### src/hw/rtl/etcap_pkg.sv
package etcap_pkg;

   localparam int MODE_W     = 2;
   localparam int IDX_W      = 6;
   localparam int CNT_W      = 7;
   localparam int TIME_W     = 32;
   localparam int PC_W       = 6;
   localparam int TMO_W      = 24;
   localparam int CSR_IDX_W  = 2;
   localparam int CSR_DATA_W = 24;

   typedef enum logic [MODE_W-1:0] {
      MODE_START = 2'd0,
      MODE_TICK  = 2'd1,
      MODE_READ  = 2'd2,
      MODE_CLEAR = 2'd3
   } mode_type;

   localparam logic [CSR_IDX_W-1:0] CSR_PULSE_COUNT   = 2'd0;
   localparam logic [CSR_IDX_W-1:0] CSR_TIMEOUT_VALUE = 2'd1;
   localparam logic [CSR_IDX_W-1:0] CSR_TIMEOUT_IN_US = 2'd2;

   localparam logic [PC_W-1:0]  PULSE_COUNT_RST   = 6'd1;
   localparam logic [TMO_W-1:0] TIMEOUT_VALUE_RST = 24'd1000;

   typedef struct packed {
      logic write;
      logic clear;
   } store_cmd_type;

endpackage

### src/hw/rtl/edge_timestamp_capture_core.sv
// Edge timestamp capture core.
// Command channel: an item (req_mode, req_pin_level, req_entry_index) is taken
// on a clock edge with start high and busy low. Modes: start arms a capture
// and its timeout, tick advances the microsecond counter and samples the pin,
// read returns the level and duration of an entry, clear empties the store.
// Response channel: every item gives one word, shown for exactly one cycle
// with rsp_valid high; it carries the read fields and the capture status
// after the item. The receiver cannot stall the core.
// Flow: start, tick and clear answer in the cycle after they are taken and
// keep busy low, so one can be issued every cycle. For a read, the store is
// read at the accept edge (synchronous read, two ports), busy is high for
// one cycle, and the word follows in the cycle after that.
// Config: csr_we/csr_index/csr_wdata write pulse_count (0), timeout_value (1)
// and timeout_in_us (2); a written value applies to items taken after the write.
// Reset: synchronous; registers return to defaults, counters and status
// clear, and the store reads as all zero with no clearing pass.
module edge_timestamp_capture_core #(
   parameter int MAX_ENTRIES  = 64,
   parameter int TICKS_PER_MS = 1000
) (
   input  logic                             clock,
   input  logic                             reset,
   input  logic                             start,
   output logic                             busy,
   input  logic [etcap_pkg::MODE_W-1:0]     req_mode,
   input  logic                             req_pin_level,
   input  logic [etcap_pkg::IDX_W-1:0]      req_entry_index,
   input  logic                             csr_we,
   input  logic [etcap_pkg::CSR_IDX_W-1:0]  csr_index,
   input  logic [etcap_pkg::CSR_DATA_W-1:0] csr_wdata,
   output logic                             rsp_valid,
   output logic                             rsp_level_at_index,
   output logic                             rsp_level_valid,
   output logic [etcap_pkg::TIME_W-1:0]     rsp_pulse_span,
   output logic                             rsp_duration_valid,
   output logic signed [etcap_pkg::CNT_W-1:0] rsp_sequence_length,
   output logic                             rsp_capturing,
   output logic                             rsp_completed,
   output logic                             rsp_timed_out
);
   import etcap_pkg::*;

   localparam int SUB_W   = $clog2(TICKS_PER_MS + 1);
   localparam int ELAP_W  = TMO_W + 1;
   localparam int CAP_INT = (MAX_ENTRIES < 64) ? MAX_ENTRIES : 64;
   localparam logic [CNT_W-1:0] HELD_CAP = CNT_W'(CAP_INT);
   localparam logic [SUB_W-1:0] SUB_LAST = SUB_W'(TICKS_PER_MS - 1);

   typedef enum logic {ST_IDLE, ST_READ} state_type;

   state_type          state_ff, state_in;
   logic [PC_W-1:0]    pulse_count_ff, pulse_count_in;
   logic [TMO_W-1:0]   timeout_value_ff, timeout_value_in;
   logic               timeout_in_us_ff, timeout_in_us_in;
   logic [CNT_W-1:0]   rec_ff, rec_in;
   logic [TIME_W-1:0]  time_ff, time_in;
   logic [ELAP_W-1:0]  us_ff, us_in, us_next;
   logic [ELAP_W-1:0]  ms_ff, ms_in, ms_next;
   logic [SUB_W-1:0]   sub_ff, sub_in, sub_next;
   logic               running_ff, running_in;
   logic               done_ff, done_in;
   logic               tmo_ff, tmo_in;
   logic               last_ff, last_in;
   logic [IDX_W-1:0]   idx_ff, idx_in;

   logic               rsp_valid_ff, rsp_valid_in;
   logic               rsp_lvl_ff, rsp_lvl_in;
   logic               rsp_lvl_ok_ff, rsp_lvl_ok_in;
   logic [TIME_W-1:0]  rsp_dur_ff, rsp_dur_in;
   logic               rsp_dur_ok_ff, rsp_dur_ok_in;
   logic [CNT_W-1:0]   rsp_seq_ff, rsp_seq_in;
   logic               rsp_cap_ff, rsp_cap_in;
   logic               rsp_done_ff, rsp_done_in;
   logic               rsp_tmo_ff, rsp_tmo_in;

   mode_type           mode;
   logic               accept;
   logic [CNT_W-1:0]   pc_plus, held;
   logic [CNT_W-1:0]   idx_ext, idx_next;
   logic               tmo_hit;
   store_cmd_type      cmd;
   logic [CNT_W-1:0]   rd_addr0, rd_addr1;
   logic               rd_level0;
   logic [TIME_W-1:0]  rd_time0, rd_time1;

   assign mode    = mode_type'(req_mode);
   assign busy    = state_ff == ST_READ;
   assign accept  = start && !busy;
   assign pc_plus = CNT_W'(pulse_count_ff) + CNT_W'(1);
   assign held    = (pc_plus > HELD_CAP) ? HELD_CAP : pc_plus;
   assign idx_ext = CNT_W'(idx_ff);
   assign idx_next = idx_ext + CNT_W'(1);
   assign rd_addr0 = CNT_W'(req_entry_index);
   assign rd_addr1 = CNT_W'(req_entry_index) + CNT_W'(1);

   // timeout counters; microsecond and millisecond counts saturate past 24 bits
   always_comb begin
      us_next  = us_ff[ELAP_W-1] ? us_ff : us_ff + ELAP_W'(1);
      sub_next = sub_ff + SUB_W'(1);
      ms_next  = ms_ff;
      if (sub_ff == SUB_LAST) begin
         sub_next = '0;
         ms_next  = ms_ff[ELAP_W-1] ? ms_ff : ms_ff + ELAP_W'(1);
      end
      tmo_hit = timeout_in_us_ff ? (us_next >= ELAP_W'(timeout_value_ff))
                                 : (ms_next >= ELAP_W'(timeout_value_ff));
   end

   always_comb begin
      state_in         = state_ff;
      pulse_count_in   = pulse_count_ff;
      timeout_value_in = timeout_value_ff;
      timeout_in_us_in = timeout_in_us_ff;
      rec_in           = rec_ff;
      time_in          = time_ff;
      us_in            = us_ff;
      ms_in            = ms_ff;
      sub_in           = sub_ff;
      running_in       = running_ff;
      done_in          = done_ff;
      tmo_in           = tmo_ff;
      last_in          = last_ff;
      idx_in           = idx_ff;
      cmd              = '0;
      rsp_valid_in     = 1'b0;
      rsp_lvl_in       = 1'b0;
      rsp_lvl_ok_in    = 1'b0;
      rsp_dur_in       = '0;
      rsp_dur_ok_in    = 1'b0;

      if (csr_we) begin
         unique case (csr_index)
            CSR_PULSE_COUNT:   pulse_count_in   = csr_wdata[PC_W-1:0];
            CSR_TIMEOUT_VALUE: timeout_value_in = csr_wdata[TMO_W-1:0];
            CSR_TIMEOUT_IN_US: timeout_in_us_in = csr_wdata[0];
            default: ;
         endcase
      end

      unique case (state_ff)
         ST_IDLE: begin
            if (accept) begin
               rsp_valid_in = 1'b1;
               unique case (mode)
                  MODE_START: begin
                     rec_in     = '0;
                     us_in      = '0;
                     ms_in      = '0;
                     sub_in     = '0;
                     running_in = 1'b1;
                     done_in    = 1'b0;
                     tmo_in     = 1'b0;
                  end
                  MODE_TICK: begin
                     time_in = time_ff + TIME_W'(1);
                     if (running_ff && req_pin_level != last_ff) begin
                        if (rec_ff < held) begin
                           cmd.write = 1'b1;
                           rec_in    = rec_ff + CNT_W'(1);
                        end
                        if (rec_in >= held) begin
                           running_in = 1'b0;
                           done_in    = 1'b1;
                        end
                     end
                     last_in = req_pin_level;
                     if (running_in) begin
                        us_in  = us_next;
                        ms_in  = ms_next;
                        sub_in = sub_next;
                        if (tmo_hit) begin
                           running_in = 1'b0;
                           done_in    = 1'b1;
                           tmo_in     = 1'b1;
                        end
                     end
                  end
                  MODE_READ: begin
                     rsp_valid_in = 1'b0;
                     idx_in       = req_entry_index;
                     state_in     = ST_READ;
                  end
                  MODE_CLEAR: begin
                     cmd.clear = 1'b1;
                     rec_in    = '0;
                  end
                  default: ;
               endcase
            end
         end
         ST_READ: begin
            rsp_valid_in  = 1'b1;
            rsp_lvl_ok_in = idx_ext < held;
            rsp_dur_ok_in = idx_next < held;
            rsp_lvl_in    = rsp_lvl_ok_in & rd_level0;
            rsp_dur_in    = rsp_dur_ok_in ? rd_time1 - rd_time0 : '0;
            state_in      = ST_IDLE;
         end
         default: state_in = ST_IDLE;
      endcase

      rsp_seq_in  = rec_in - CNT_W'(1);
      rsp_cap_in  = running_in;
      rsp_done_in = done_in;
      rsp_tmo_in  = tmo_in;
   end

   always_ff @(posedge clock) begin
      idx_ff        <= idx_in;
      rsp_lvl_ff    <= rsp_lvl_in;
      rsp_lvl_ok_ff <= rsp_lvl_ok_in;
      rsp_dur_ff    <= rsp_dur_in;
      rsp_dur_ok_ff <= rsp_dur_ok_in;
      rsp_seq_ff    <= rsp_seq_in;
      rsp_cap_ff    <= rsp_cap_in;
      rsp_done_ff   <= rsp_done_in;
      rsp_tmo_ff    <= rsp_tmo_in;
      if (reset) begin
         state_ff         <= ST_IDLE;
         pulse_count_ff   <= PULSE_COUNT_RST;
         timeout_value_ff <= TIMEOUT_VALUE_RST;
         timeout_in_us_ff <= 1'b0;
         rec_ff           <= '0;
         time_ff          <= '0;
         us_ff            <= '0;
         ms_ff            <= '0;
         sub_ff           <= '0;
         running_ff       <= 1'b0;
         done_ff          <= 1'b0;
         tmo_ff           <= 1'b0;
         last_ff          <= 1'b0;
         rsp_valid_ff     <= 1'b0;
      end else begin
         state_ff         <= state_in;
         pulse_count_ff   <= pulse_count_in;
         timeout_value_ff <= timeout_value_in;
         timeout_in_us_ff <= timeout_in_us_in;
         rec_ff           <= rec_in;
         time_ff          <= time_in;
         us_ff            <= us_in;
         ms_ff            <= ms_in;
         sub_ff           <= sub_in;
         running_ff       <= running_in;
         done_ff          <= done_in;
         tmo_ff           <= tmo_in;
         last_ff          <= last_in;
         rsp_valid_ff     <= rsp_valid_in;
      end
   end

   etcap_store #(
      .MAX_ENTRIES(MAX_ENTRIES)
   ) u_store (
      .clock     (clock),
      .reset     (reset),
      .cmd       (cmd),
      .wr_addr   (rec_ff),
      .wr_time   (time_in),
      .wr_level  (req_pin_level),
      .rd_addr0  (rd_addr0),
      .rd_addr1  (rd_addr1),
      .rd_level0 (rd_level0),
      .rd_time0  (rd_time0),
      .rd_time1  (rd_time1)
   );

   assign rsp_valid            = rsp_valid_ff;
   assign rsp_level_at_index   = rsp_lvl_ff;
   assign rsp_level_valid      = rsp_lvl_ok_ff;
   assign rsp_pulse_span       = rsp_dur_ff;
   assign rsp_duration_valid   = rsp_dur_ok_ff;
   assign rsp_sequence_length  = rsp_seq_ff;
   assign rsp_capturing        = rsp_cap_ff;
   assign rsp_completed        = rsp_done_ff;
   assign rsp_timed_out        = rsp_tmo_ff;

endmodule

### src/hw/rtl/etcap_store.sv
module etcap_store #(
   parameter int MAX_ENTRIES = 64
) (
   input  logic                         clock,
   input  logic                         reset,
   input  etcap_pkg::store_cmd_type     cmd,
   input  logic [etcap_pkg::CNT_W-1:0]  wr_addr,
   input  logic [etcap_pkg::TIME_W-1:0] wr_time,
   input  logic                         wr_level,
   input  logic [etcap_pkg::CNT_W-1:0]  rd_addr0,
   input  logic [etcap_pkg::CNT_W-1:0]  rd_addr1,
   output logic                         rd_level0,
   output logic [etcap_pkg::TIME_W-1:0] rd_time0,
   output logic [etcap_pkg::TIME_W-1:0] rd_time1
);
   import etcap_pkg::*;

   localparam int AW    = $clog2(MAX_ENTRIES);
   localparam int EXT_W = AW + CNT_W;

   // each word: level in the top bit, timestamp below
   logic [TIME_W:0] mem [MAX_ENTRIES];

   logic [CNT_W-1:0] fill_ff, fill_in;
   logic [TIME_W:0]  rd_data0_ff, rd_data1_ff;
   logic             rd_ok0_ff, rd_ok1_ff;
   logic [EXT_W-1:0] wr_ext, rd_ext0, rd_ext1;

   assign wr_ext  = EXT_W'(wr_addr);
   assign rd_ext0 = EXT_W'(rd_addr0);
   assign rd_ext1 = EXT_W'(rd_addr1);

   // entries at or above the fill mark read as zero; writes only extend it
   always_comb begin
      fill_in = fill_ff;
      if (cmd.clear) begin
         fill_in = '0;
      end else if (cmd.write && wr_addr == fill_ff) begin
         fill_in = fill_ff + CNT_W'(1);
      end
   end

   always_ff @(posedge clock) begin
      if (cmd.write) begin
         mem[wr_ext[AW-1:0]] <= {wr_level, wr_time};
      end
      rd_data0_ff <= mem[rd_ext0[AW-1:0]];
      rd_data1_ff <= mem[rd_ext1[AW-1:0]];
      rd_ok0_ff   <= rd_addr0 < fill_ff;
      rd_ok1_ff   <= rd_addr1 < fill_ff;
      if (reset) begin
         fill_ff <= '0;
      end else begin
         fill_ff <= fill_in;
      end
   end

   assign rd_level0 = rd_ok0_ff & rd_data0_ff[TIME_W];
   assign rd_time0  = rd_ok0_ff ? rd_data0_ff[TIME_W-1:0] : '0;
   assign rd_time1  = rd_ok1_ff ? rd_data1_ff[TIME_W-1:0] : '0;

endmodule

### config.mk
export PLATFORM = sky130hd
export DESIGN_NAME = edge_timestamp_capture_core
export DESIGN_NICKNAME = d
export VERILOG_FILES = /design/src/hw/rtl/etcap_pkg.sv /design/src/hw/rtl/edge_timestamp_capture_core.sv /design/src/hw/rtl/etcap_store.sv
export SDC_FILE = /design/constraint.sdc
export NUM_CORES = 2
export LEC_CHECK = 0
export BUFFER_PORTS_ARGS = -buffer_cell sky130_fd_sc_hd__clkbuf_2
export CAP_MARGIN = 20
export CORE_UTILIZATION = 54
export DETAILED_ROUTE_END_ITERATION = 7
export PLACE_DENSITY_LB_ADDON = 0.1
export SLEW_MARGIN = 5
export SYNTH_ARGS = -nofsm -noshare
export SYNTH_HDL_FRONTEND = slang
export SYNTH_SLANG_ARGS = --single-unit
### constraint.sdc
create_clock -name clock -period 6.1 [get_ports clock]
set_clock_uncertainty 0.1 [all_clocks]
set_input_delay 1.22 -clock clock [delete_from_list [all_inputs] [get_ports clock]]
set_output_delay 1.22 -clock clock [all_outputs]
set_load 0.01 [all_outputs]
======== After elaboration in Yosys (flattened, before gate mapping) ========
Memories as Yosys holds them, arrays and structs flattened. A register that Yosys moved wholly into a read port is not among the register bits.
Cells that the tools add are included.
cells by class
  add/subtract/negate cells ............... 11
  order comparisons ....................... 9
  equal/unequal tests ..................... 9
  multiplexer cells ....................... 62
  bitwise logic cells ..................... 3
  reductions and logical operators ........ 16
operators with widths
  operator                                                             count
  32-bit 2-to-1 mux                                                    5
  25-bit 2-to-1 mux                                                    5
  25-bit one-hot mux with 2 select lines                               2
  7-bit 2-to-1 mux                                                     9
  25-bit by 1-bit adder with 25-bit output (second input constant)     2
  25-bit by 24-bit >= comparator with 1-bit output                     2
  32-bit by 1-bit adder with 32-bit output (second input constant)     1
  32-bit subtractor                                                    1
  1-bit 2-to-1 mux                                                     30
  6-bit by 1-bit adder with 7-bit output (second input constant)       3
  7-bit less-than comparator                                           3
  10-bit 2-to-1 mux                                                    2
  10-bit one-hot mux with 2 select lines                               1
  7-bit by 1-bit adder with 7-bit output (second input constant)       2
  6-bit by 7-bit less-than comparator with 1-bit output                2
  7-bit one-hot mux with 2 select lines                                1
  10-bit by 1-bit adder with 10-bit output (second input constant)     1
  10-bit equality test (second input constant)                         1
  1-bit one-hot mux with 2 select lines                                5
  2-bit AND reduction                                                  4
  7-bit equality test                                                  1
  7-bit >= comparator                                                  1
  7-bit greater-than comparator (second input constant)                1
  7-bit by 1-bit subtractor with 7-bit output (second input constant)  1
  14 further kinds                                                     24
word-level totals
  flip-flop bits (word level) ............. 196
  memory bits (writable) .................. 2112
  bits of input ports ..................... 39
  output and inout bits ................... 47
  word-level logic and storage cells ...... 137
  memories ................................ 1
memory list
  name         words  bits a word  rd ports  clocked after Yosys merged registers in  wr ports  line               source
  u_store.mem  64     33           2         2                                        1         etcap_store.sv:22  logic [TIME_W:0] mem [MAX_ENTRIES];

======== Logic depth before layout (Yosys ltp) ========
  depth in word-level cells ............... 19
  gate-level depth with buffers ........... 22
  depth with buffers taken out ............ 19

======== Hierarchy ========
Synthesis repeated with hierarchy kept, for this count alone.
unflattened totals
  cell total of the unflattened synthesis .. 6225
  area total of the unflattened synthesis .. 109911.7 um^2
modules (own cells, without submodules)
  module                       instances  cells each  area each (um^2)  seq. area each (um^2)
  etcap_store                  1          4786        98162.9           64902.2
  edge_timestamp_capture_core  1          1439        11748.8           3803.6

======== Worst setup path before layout ========
OpenSTA, ideal clock, no wires.
  kind .................................... flip-flop to flip-flop
  from .................................... register pulse_count_ff[0]
  to ...................................... register rsp_seq_ff[6], in the netlist rsp_sequence_length[6]
  setup time .............................. 0.072 ns
  arrival time ............................ 5.946 ns
  required time ........................... 5.928 ns
  slack ................................... -0.018 ns
  cell stages (with the launch flop) ...... 13
  path buffers ............................ 0
  period minus slack after synthesis ...... 6.118 ns
  cell sequence ........................... dfxtp_1 > ha_1 > a21oi_1 > o21ai_0 > o21a_1 > ha_1 > a21o_1 > nor4_1 > nor2_1 > nor4_1 > a311oi_2 > nand3_1 > xnor2_1
on the way
  word-level cells in the longest chain between the ends .. 14
RTL lines
  item                                           line                                source
  from (decl)                                    edge_timestamp_capture_core.sv:52   logic [PC_W-1:0] pulse_count_ff, pulse_count_in;
  from (signal assigned)                         edge_timestamp_capture_core.sv:235  pulse_count_ff <= pulse_count_in;
  6-bit by 1-bit adder with 7-bit output *       edge_timestamp_capture_core.sv:89   assign pc_plus = CNT_W'(pulse_count_ff) + CNT_W'(1);
  7-bit greater-than comparator                  edge_timestamp_capture_core.sv:90   assign held = (pc_plus > HELD_CAP) ? HELD_CAP : pc_plus;
  7-bit 2-to-1 mux *                             edge_timestamp_capture_core.sv:90
  7-bit less-than comparator *                   edge_timestamp_capture_core.sv:157  if (rec_ff < held) begin
  7-bit 2-to-1 mux *                             edge_timestamp_capture_core.sv:157
  7-bit 2-to-1 mux *                             edge_timestamp_capture_core.sv:156  if (running_ff && req_pin_level != last_ff) begin
  7-bit 2-to-1 mux *                             edge_timestamp_capture_core.sv:144  unique case (mode)
  7-bit 2-to-1 mux *                             edge_timestamp_capture_core.sv:142  if (accept) begin
  7-bit 2-to-1 mux *                             edge_timestamp_capture_core.sv:140  unique case (state_ff)
  7-bit 2-to-1 mux *                             edge_timestamp_capture_core.sv:156
  7-bit one-hot mux with 2 select lines *        edge_timestamp_capture_core.sv:144
  7-bit 2-to-1 mux *                             edge_timestamp_capture_core.sv:142
  7-bit 2-to-1 mux *                             edge_timestamp_capture_core.sv:140
  7-bit by 1-bit subtractor with 7-bit output *  edge_timestamp_capture_core.sv:202  rsp_seq_in = rec_in - CNT_W'(1);
  net rsp_seq_in[6]                              edge_timestamp_capture_core.sv:71   logic [CNT_W-1:0] rsp_seq_ff, rsp_seq_in;
  to (signal assigned)                           edge_timestamp_capture_core.sv:214  rsp_seq_ff <= rsp_seq_in;
  to (decl)                                      edge_timestamp_capture_core.sv:71
Mark *: on every way through the listed nets, which the timed path passes. The rest lies on a longest branch. The select of a mux whose other input is x is not followed.
A chain may end at the register's enable or synchronous reset.

======== Worst setup path in the final report ========
  from .................................... register pulse_count_ff[0]
  to ...................................... register ms_ff[8]
on the way
  word-level cells in the longest chain between the ends .. 17
RTL lines
  item                                                  line                                source
  6-bit by 1-bit adder with 7-bit output *              edge_timestamp_capture_core.sv:89
  7-bit greater-than comparator                         edge_timestamp_capture_core.sv:90
  7-bit 2-to-1 mux *                                    edge_timestamp_capture_core.sv:90
  7-bit less-than comparator                            edge_timestamp_capture_core.sv:157
  7-bit 2-to-1 mux                                      edge_timestamp_capture_core.sv:157
  7-bit 2-to-1 mux                                      edge_timestamp_capture_core.sv:156
  7-bit 2-to-1 mux                                      edge_timestamp_capture_core.sv:144
  7-bit 2-to-1 mux                                      edge_timestamp_capture_core.sv:142
  7-bit 2-to-1 mux                                      edge_timestamp_capture_core.sv:140
  7-bit >= comparator *                                 edge_timestamp_capture_core.sv:161  if (rec_in >= held) begin
  1-bit 2-to-1 mux *                                    edge_timestamp_capture_core.sv:161
  1-bit 2-to-1 mux *                                    edge_timestamp_capture_core.sv:156
  1-bit 2-to-1 mux *                                    edge_timestamp_capture_core.sv:144
  1-bit 2-to-1 mux *                                    edge_timestamp_capture_core.sv:142
  1-bit 2-to-1 mux *                                    edge_timestamp_capture_core.sv:140
  2-bit by 1-bit != test with 1-bit output (no line) *  --
  4-bit AND reduction (no line) *                       --
  to (signal assigned)                                  edge_timestamp_capture_core.sv:241  ms_ff <= ms_in;
  to (decl)                                             edge_timestamp_capture_core.sv:58   logic [ELAP_W-1:0] ms_ff, ms_in, ms_next;
Every way passes the cells marked *; elsewhere a longest branch is shown, timed or not. The select of a mux whose other input is x is not followed.

==> impl_metrics.tcl <==
set metrics [dict create \
    io_pins 86 \
    cap_viol_max_count 0 \
    element_type_at_the_critical_path_end "register" \
    avgSynthCellArea_um2 19.4 \
    async_set_or_reset_register_ratio_after_synthesis_pct 0 \
    status "finished clean" \
    ys_top_cells_by_count "sky130_fd_sc_hd__edfxtp_1 (2,118), sky130_fd_sc_hd__mux4_2 (1,333), sky130_fd_sc_hd__nand2_1 (333)" \
    routed_wl_mm 337 \
    timing_worst_slew_pin_value_ns 1.10 \
    cts_post_setup_buffers_inserted 0 \
    final_hold_viol_count 0 \
    fraction_of_layout_cells_with_a_size_suffix_above_1_pct 35.6 \
    via_count 63000 \
    mean_number_of_vias_per_cell 7.20 \
    swShare_pct 22.4 \
    ant_nets 0 \
    synth_top_cells_by_area "sky130_fd_sc_hd__edfxtp_1 (58%), sky130_fd_sc_hd__mux4_2 (27%), sky130_fd_sc_hd__dfxtp_1 (4.6%)" \
    cpLargestDelayFamily "compound AO/OA/AOI/OAI gates" \
    p_int_mw 27.2 \
    totalNegativeSetupSlack_ns 0 \
    worst_hold_path_type "register to register" \
    antenna_found_initial 9 \
    port-buffer-count 85 \
    rsz_0062_raised_after_global_routing "no" \
    cts_htree_levels 4 \
    worst-endpoint-required_ns 6.81 \
    area_growth_syn_to_layout_pct 12.8 \
    cts_repair_resize_count 0 \
    die_x_um 453 \
    p_sw_mw 7.86 \
    non_filler_instance_count_after_layout 8757 \
    path_max_fanout 16 \
    gp_congestion 0.883 \
    tritoncts "yes" \
    worst_path_largest_cell_delay_ns 0.64 \
    globalRoute.totalOverflow 0 \
    cts_hold_buf 0 \
    power.leakage_nw 35.6 \
    finalWorstSetupSlack_ns 0.643 \
    post_syn_area_um2 110000 \
    arrival_ns 6.17 \
    grt_pass1_wl_mm 471 \
    number_of_flops_mapped_to_enable_cells_by_yosys 2118 \
    detailedRoute.firstPassIterationCount 6 \
    die_area_um2 205000 \
    drt_iter0_drc 9619 \
    cts_buffer_depth 3 \
    timing.final.crit_share_pct 89.5 \
    ys_ff_latch 2373 \
    crit_path_cell_trace "ha_1 > a21oi_1 > o21ai_0 > o21a_1 > ha_1 > a21o_1 > or4_1 > nand2_1 > xnor2_1 > ha_1 > nand2b_1 > a21o_1 > a21oi_1 > o21ai_0 > a31o_2 > nand2_1 > buf_4 > nand3_1 > a21oi_1" \
    preCtsSetupSlack_ns 0.793 \
    syn_nets 5838 \
    drcViolationCount 0 \
    criticalPathCategory "register to register" \
    tritoncts_num_sinks 2373 \
    cts-root-buf "sky130_fd_sc_hd__clkbuf_16" \
    clock_transition_at_the_registers_of_the_reported_paths_ns 0.06 \
    max_freq_ghz 0.183 \
    die-height_um 453 \
    pwr-share-clk_pct 43.5 \
    worst_skew_pair.late_latency_ns 0.91 \
    timing.critical_path.from_type "register" \
    numCtsBuffers 239 \
    yosys_most_used_dff "sky130_fd_sc_hd__edfxtp_1" \
    min_period_ns 5.46 \
    rows 165 \
    maxSlewViolCount 0 \
    number_of_global_route_vias_before_repair 61200 \
    critPathSlowestCell "sky130_fd_sc_hd__or4_1" \
    slew_headroom_pct 26.5 \
    part_of_the_total_power_dissipated_in_combinational_logic_pct 6.4 \
    yosysWarningCount 0 \
    fin_hold_ws_ns 0.353 \
    synth.largest_area_cell "sky130_fd_sc_hd__edfxtp_1" \
    ys_types 71 \
    cell_count_after_placement 8288 \
    report.final.setup_viol 0 \
    cp.buffers_inverters 1 \
    synth.top_cell.area_share_pct 57.9 \
    peakVddDrop_mv 0.349 \
    synth_most_common_cell "sky130_fd_sc_hd__edfxtp_1" \
    wl_per_cell_um 38.5 \
    final_nets 6025 \
    power_density_nw_per_um2 283 \
    track_usage_pct 33.2 \
    dp_hpwl_mm 194 \
    effective_utilization_at_floorplan_pct 54.4 \
    synth_cells 5674 \
    area_of_the_core_um2 202000 \
    synth_seq_area_share_pct 62.5 \
    seq_power_share_pct 50.2 \
    largest_net_degree_at_the_start_of_global_routing 119 \
]
==> cell usage in the layout, fill, tap and decap left out, drive strengths merged, types with 19 or more instances in the layout <==
master / netlist / routed
edfxtp: 2118 / 2118
mux4: 1333 / 1333
clkbuf: 230 / 407
nand2: 333 / 333
dfxtp: 255 / 255
buf: 153 / 250
nor2: 191 / 191
a21oi: 127 / 127
ha: 124 / 124
xnor2: 89 / 89
clkinv: 1 / 79
nand3: 77 / 77
and2: 77 / 77
o21ai: 73 / 73
inv: 55 / 65
and3: 60 / 60
xor2: 54 / 54
a31oi: 43 / 43
nand4: 28 / 28
a21o: 24 / 24
bufinv: 0 / 24
o211ai: 21 / 21
or3: 19 / 19
==> flip-flops by register name, indices dropped and copies added (netlist names), 7 cells and up <==
name and count:
u_store.mem 2112, u_store.rd_data0_ff 33, rsp_pulse_span 32, time_ff 32, u_store.rd_data1_ff 32, ms_ff 25, us_ff 25, timeout_value_ff 24
sub_ff 10, rec_ff 7, rsp_sequence_length 7, u_store.fill_ff 7
==> metrics by stage <==
step / utilization [%] / power (mW) / area [um^2]
2_1_floorplan: - / 19.4 / 110000
3_3_place_gp: 57.2 / 20.1 / 116000
3_5_place_dp: 57.2 / 20.1 / 116000
4_1_cts: 61.3 / 35.1 / 124000
5_1_grt: 61.3 / 35.8 / 124000
6_report: 61.3 / 35.0 / 124000
==> cells by family after synthesis <==
group | count (synthesis) | share of synthesized area (%)
flops | 2373 | 62.5
mux | 1345 | 27.4
simple gates | 891 | 3.87
buf+inv | 439 | 1.59
compound gates | 358 | 1.99
xor+xnor | 143 | 1.14
fa+ha+maj | 125 | 1.43
==> tightest hold or removal path, stage by stage (launching register included) <==
cell	delay, ns
sky130_fd_sc_hd__dfxtp_1	0.31
sky130_fd_sc_hd__nand2_1	0.05
sky130_fd_sc_hd__a21oi_1	0.05
==> routing by layer <==
layer / GRT usage (%) / share of wire [%]
met1: 46.2 / 37
met2: 52.1 / 48
met3: 6.91 / 11
met4: 12.2 / 4.2
met5: 0 / 0
==> cell type report <==
class | count | area, um^2
tap | 2672 | 3340
fill | 14200 | 78200
clock buffer | 328 | 6750
multi-input combinational | 2862 | 40300
timing repair buffer | 329 | 3160
antenna | 7 | 17.5
clock inverter | 130 | 1390
sequential | 2373 | 68700
inverter | 56 | 213
==> worst paths after layout <==
kind / end / start / cells after the start / slack, ns
worst max-delay path: ms_ff[8]$_SDFFE_PP0P_ / pulse_count_ff[0]$_SDFFE_PP1P_ / 19 / 0.64
worst min-delay path: timeout_value_ff[20]$_SDFFE_PP0P_ / timeout_value_ff[20]$_SDFFE_PP0P_ / 2 / 0.35
worst max register to register: ms_ff[8]$_SDFFE_PP0P_ / pulse_count_ff[0]$_SDFFE_PP1P_ / 19 / 0.64
worst min register to register: timeout_value_ff[20]$_SDFFE_PP0P_ / timeout_value_ff[20]$_SDFFE_PP0P_ / 2 / 0.35
==> power groups by stage <==
stage               registers, mW  logic (mW)  clock network (mW)
floorplan                    17.9        1.54                   0
global placement             17.9        2.22                   0
detailed placement           17.9        2.23                   0
CTS                          17.6        2.23                15.3
global route                 17.6        2.36                15.9
finish                       17.6        2.24                15.2
Note: power is estimated with default switching activity, not from simulation.
